[src/pvt_pkg.sv]
`default_nettype none
package pvt_pkg;

  localparam int COORD_W = 16;
  localparam int ANGLE_W = 12;
  localparam int DEPTH_W = 16;
  localparam int DIM_W   = 13;
  localparam int OUT_W   = 16;
  localparam int CFG_W   = 16;
  localparam int CFG_AW  = 2;

  // quarter-wave polynomial, Q2.30
  localparam int T_W    = 31;
  localparam int PW     = 32;
  localparam int TSH    = 32 - ANGLE_W;
  localparam int PSH    = 30;
  localparam int RND_SH = 18;
  localparam logic [PW-1:0] SIN_COEF [5] = '{
    32'd172272, 32'd5026995, 32'd85569306, 32'd693598668, 32'd1686629713
  };

  localparam int TRIG_W = 15;
  localparam int FRAC   = 12;
  localparam int PROD_W = COORD_W + TRIG_W;
  localparam int RSUM_W = PROD_W + 1;
  localparam int XR_W   = RSUM_W - FRAC;
  localparam int ZT_W   = XR_W + 1;
  localparam int PSUM_W = ZT_W + 1;
  localparam int NUM_W  = PSUM_W + DIM_W + 1;
  localparam int MAG_W  = NUM_W;
  localparam int DEN_W  = ZT_W + 1;
  localparam int SX_W   = MAG_W + 2;

  localparam int IN_TDATA_W  = ((3 * COORD_W + ANGLE_W + 7) / 8) * 8;
  localparam int OUT_TDATA_W = 2 * OUT_W;

  typedef enum logic [CFG_AW-1:0] {
    CFG_DEPTH  = 2'd0,
    CFG_WIDTH  = 2'd1,
    CFG_HEIGHT = 2'd2
  } cfg_idx_t;

  typedef struct packed {
    logic signed [COORD_W-1:0] x;
    logic signed [COORD_W-1:0] y;
    logic signed [COORD_W-1:0] z;
  } vtx_t;

  // per-lane divider result
  typedef struct packed {
    logic [MAG_W-1:0] quo;
    logic             rem_nz;
    logic             neg;
  } divres_t;

endpackage
`default_nettype wire

[src/pvt_rotate.sv]
`default_nettype none
module pvt_rotate (
  input  wire logic                               clk,
  input  wire logic                               rst_n,
  input  wire logic                               adv,
  input  wire logic                               in_vld,
  input  wire pvt_pkg::vtx_t                      in_vtx,
  input  wire logic signed [pvt_pkg::TRIG_W-1:0]  in_sin,
  input  wire logic signed [pvt_pkg::TRIG_W-1:0]  in_cos,
  input  wire logic signed [pvt_pkg::DEPTH_W-1:0] depth,
  input  wire logic [pvt_pkg::DIM_W-1:0]          height,
  output logic                                    out_vld,
  output logic signed [pvt_pkg::NUM_W-1:0]        out_nx,
  output logic signed [pvt_pkg::NUM_W-1:0]        out_ny,
  output logic [pvt_pkg::DEN_W-1:0]               out_den,
  output logic                                    out_behind
);
  import pvt_pkg::*;

  logic [2:0] vld_r;
  logic signed [PROD_W-1:0] pxc_r, pzs_r, pxs_r, pzc_r;
  logic signed [COORD_W-1:0] y0_r, y1_r;
  logic signed [XR_W-1:0] xr_r;
  logic signed [ZT_W-1:0] zt_r;
  logic signed [NUM_W-1:0] nx_r, ny_r;
  logic [DEN_W-1:0] den_r;
  logic behind_r;

  logic signed [RSUM_W-1:0] xs, zs, xsh, zsh;
  logic signed [PSUM_W-1:0] sa, sb;
  logic signed [DIM_W:0] hs;

  always_comb begin
    xs  = RSUM_W'(pxc_r) - RSUM_W'(pzs_r) + RSUM_W'(1 << (FRAC - 1));
    zs  = RSUM_W'(pxs_r) + RSUM_W'(pzc_r) + RSUM_W'(1 << (FRAC - 1));
    xsh = xs >>> FRAC;
    zsh = zs >>> FRAC;
    sa  = PSUM_W'(xr_r) + PSUM_W'(zt_r);
    sb  = PSUM_W'(zt_r) - PSUM_W'(y1_r);
    hs  = $signed({1'b0, height});
  end

  always_ff @(posedge clk) begin
    if (!rst_n) begin
      vld_r <= '0;
    end else if (adv) begin
      vld_r <= {vld_r[1:0], in_vld};
    end
  end

  always_ff @(posedge clk) begin
    if (adv) begin
      pxc_r <= in_vtx.x * in_cos;
      pzs_r <= in_vtx.z * in_sin;
      pxs_r <= in_vtx.x * in_sin;
      pzc_r <= in_vtx.z * in_cos;
      y0_r  <= in_vtx.y;
      xr_r  <= XR_W'(xsh);
      zt_r  <= ZT_W'(XR_W'(zsh)) + ZT_W'(depth);
      y1_r  <= y0_r;
      nx_r  <= sa * hs;
      ny_r  <= sb * hs;
      den_r <= {zt_r, 1'b0};
      behind_r <= zt_r[ZT_W-1] || (zt_r == '0);
    end
  end

  assign out_vld    = vld_r[2];
  assign out_nx     = nx_r;
  assign out_ny     = ny_r;
  assign out_den    = den_r;
  assign out_behind = behind_r;

endmodule
`default_nettype wire

[config.mk]
export PLATFORM = sky130hd
export DESIGN_NAME = pvt_rotate
export DESIGN_NICKNAME = d
export VERILOG_FILES = /design/src/pvt_pkg.sv /design/src/pvt_rotate.sv
export SDC_FILE = /design/constraint.sdc
export NUM_CORES = 2
export LEC_CHECK = 0
export BUFFER_PORTS_ARGS = -buffer_cell sky130_fd_sc_hd__buf_2
export CAP_MARGIN = 20
export CORE_ASPECT_RATIO = 1.2
export CORE_MARGIN = 2
export CORE_UTILIZATION = 35
export DETAILED_ROUTE_END_ITERATION = 12
export PLACE_DENSITY = 0.48
export SYNTH_ARGS = -nofsm -noshare
export SYNTH_HDL_FRONTEND = slang
export SYNTH_SLANG_ARGS = --single-unit
[constraint.sdc]
create_clock -name clk -period 11.7 [get_ports clk]
set_clock_uncertainty 0.1 [all_clocks]
set_input_delay 2.34 -clock clk [delete_from_list [all_inputs] [get_ports clk]]
set_output_delay 2.34 -clock clk [all_outputs]
set_load 0.1 [all_outputs]
==> metrics <==
status=complete, no violations; mapped cell area=0.0703 mm2; first-pass GRT wire length=313 mm; Clock Sinks=294; Vias/cell=4.87; Max-Cap Viols=0; via count=48267; die width=413 um; grt total ovfl=0; GPL Wtd Cong=0.821; Reg2Reg Depth=32; buffers and inverters on the worst path=7; most frequent cell after synthesis=inv_1; Crit-path slowest cell=a2111oi_0; Worst-path clk slew=0.07 ns; TritonCTS clock tree=done; WP data arrival=9.59 ns; number of global-route vias before repair=53838; Clock Tree Buf Depth=3; Reg-to-Reg Start=zt_r[0]$_DFFE_PP_; WS Path Type=register to register; Total Neg Setup Slack=0 ns; Die H=495 um; cell count after synthesis=7244; RSZ-0062 raised after global routing=no; cts bufs inserted=39; # H-tree levels=2; Worst Setup End Kind=register; Worst path depth=32; crit share post-route=0.796; Initial DRC Count=2164; post-CTS setup buffers=0; final wirelength=198 mm; largest stage delay on the critical path=0.77 ns; WP data required=11.98 ns; post_cts resized=0; top cell type's share of synthesized area=0.420; DRC Markers=0; gr usage total=0.200; worst hold path type=register to register; synth-to-layout area growth=7.13%; Row Count=180; worst r2r dst=out_ny[32]$_DFFE_PP_; Post-synth top flop=edfxtp_1; fin crit period=9.31 ns; core box area=0.200 mm2; Die Area=0.205 mm2; Syn Nets=9520; IO Port Bufs=205; worst slew pin tran=1.19 ns; Yosys cell types=75; Max Fclk=0.107 GHz; Worst Setup Start Kind=register; Hold Buf Count CTS=0; Post-Syn Area per Cell=9.71 um2; Synth Warn #=0; number of routed nets with antenna violations=0; share of layout cells above drive strength 1=0.0510; CP Capture Point=out_ny[32]$_DFFE_PP_; Initial Util=0.352; max-slew violations=0; fillers=20277; Hold Fails Final Rpt=0; Critical path origin=zt_r[0]$_DFFE_PP_; Area contributors post-synth=fa_1 (42%), edfxtp_1 (12%), ha_1 (12%); count of final setup violators=0; boundary pin count=207; Clk Latency, worst-skew pair=0.63 ns; post-DP HPWL=160 mm; Slew HR=0.209; Seq/Total Area, Yosys=0.125; nets@finish=9524; top cells by count, synth=inv_1 (1597), fa_1 (1474), nand2_1 (948); per-cell routed wire length=20.0 um; R2R setup slack=2.39 ns; Pre-antenna DRT Iters=5; largest net degree at the start of global routing=138; initial antenna violation count=21; #FFs+latches synth=294; worst-path maximum fanout=9; Post-synth EDFFs=291; most area-hungry cell type in the Yosys netlist=fa_1; Root Driver=clkbuf_16; fraction of registers with async set/reset=0; Top delay family on crit path=adder cells
metal layers:
metal	global-route usage	part of all wire	up-vias
li1	-	-	21963
met2	0.375	0.53	858
met3	0.0191	0.033	221
met1	0.242	0.41	25203
met4	0.0522	0.028	22
met5	0	0.00070	-
kinds of logic (layout without fill, tap and decap cells):
group	count (synthesis)	after routing	share of synthesized area
multiplexers	4	4	0.000569
other	1	6	0.0000533
adder cells (fa/ha/maj)	2167	2167	0.543
flip-flops	294	294	0.125
AND/OR/NAND/NOR	1998	1998	0.138
AO/OA/AOI/OAI	586	586	0.0546
buffers and inverters	1893	1924	0.101
XOR/XNOR	301	301	0.0377
cell type report:
type                            count  area [um2]  area share
Multi-Input combinational cell   5057       54500       0.724
Sequential cell                   294        8800       0.117
Inverter                         1597        5990      0.0796
Tap cell                         2639        3300      0.0438
Timing Repair Buffer              259        1480      0.0196
Clock buffer                       43         991      0.0132
Clock inverter                     25         253     0.00335
Antenna cell                        5        12.5    0.000166
registers in the layout, summed over array words and instances (netlist names), 20 cells and up:
| register | cells |
|---|---|
| out_nx | 36 |
| out_den | 21 |
| out_ny | 36 |
| pxs_r | 31 |
| zt_r | 21 |
| pxc_r | 31 |
| xr_r | 20 |
| pzs_r | 31 |
| pzc_r | 31 |
layout by cell type (no fill, tap or decap), types with 132 or more instances in the layout:
master / count
buf_2: 204
xnor2_1: 214
nor2_1: 132
and2_1: 565
a21oi_1: 196
ha_1: 691
fa_1: 1474
edfxtp_1: 291
inv_1: 1597
nand2_1: 948
stage by stage:
step | cells | util | hold slack [ns] | setup WS [ns] | cell area [um2]
finish | 9919 | 0.377 | 0.322 | 2.39 | 75300
global route | 9916 | 0.377 | 0.335 | 1.73 | 75300
CTS | 9913 | 0.377 | 0.321 | 2.32 | 75300
detailed placement | 9845 | 0.370 | 0.306 | 2.09 | 74100
global placement | 9840 | 0.370 | 0.303 | 1.89 | 74000
floorplan | 7244 | - | 0.300 | 3.10 | 70300
worst min path at each step:
stage | start | to | slack [ns] | cells after the start
finish | y0_r[13]$_DFFE_PP_ | y1_r[13]$_DFFE_PP_ | 0.32 | 0
global route | y0_r[3]$_DFFE_PP_ | y1_r[3]$_DFFE_PP_ | 0.33 | 0
CTS | y0_r[13]$_DFFE_PP_ | y1_r[13]$_DFFE_PP_ | 0.32 | 0
detailed placement | y0_r[1]$_DFFE_PP_ | y1_r[1]$_DFFE_PP_ | 0.31 | 0
global placement | y0_r[2]$_DFFE_PP_ | y1_r[2]$_DFFE_PP_ | 0.30 | 0
floorplan | y0_r[0]$_DFFE_PP_ | y1_r[0]$_DFFE_PP_ | 0.30 | 0
Power is left out: the tool's default activity adds up to more than one toggle a clock period on the data nets, which glitch-free logic cannot reach.
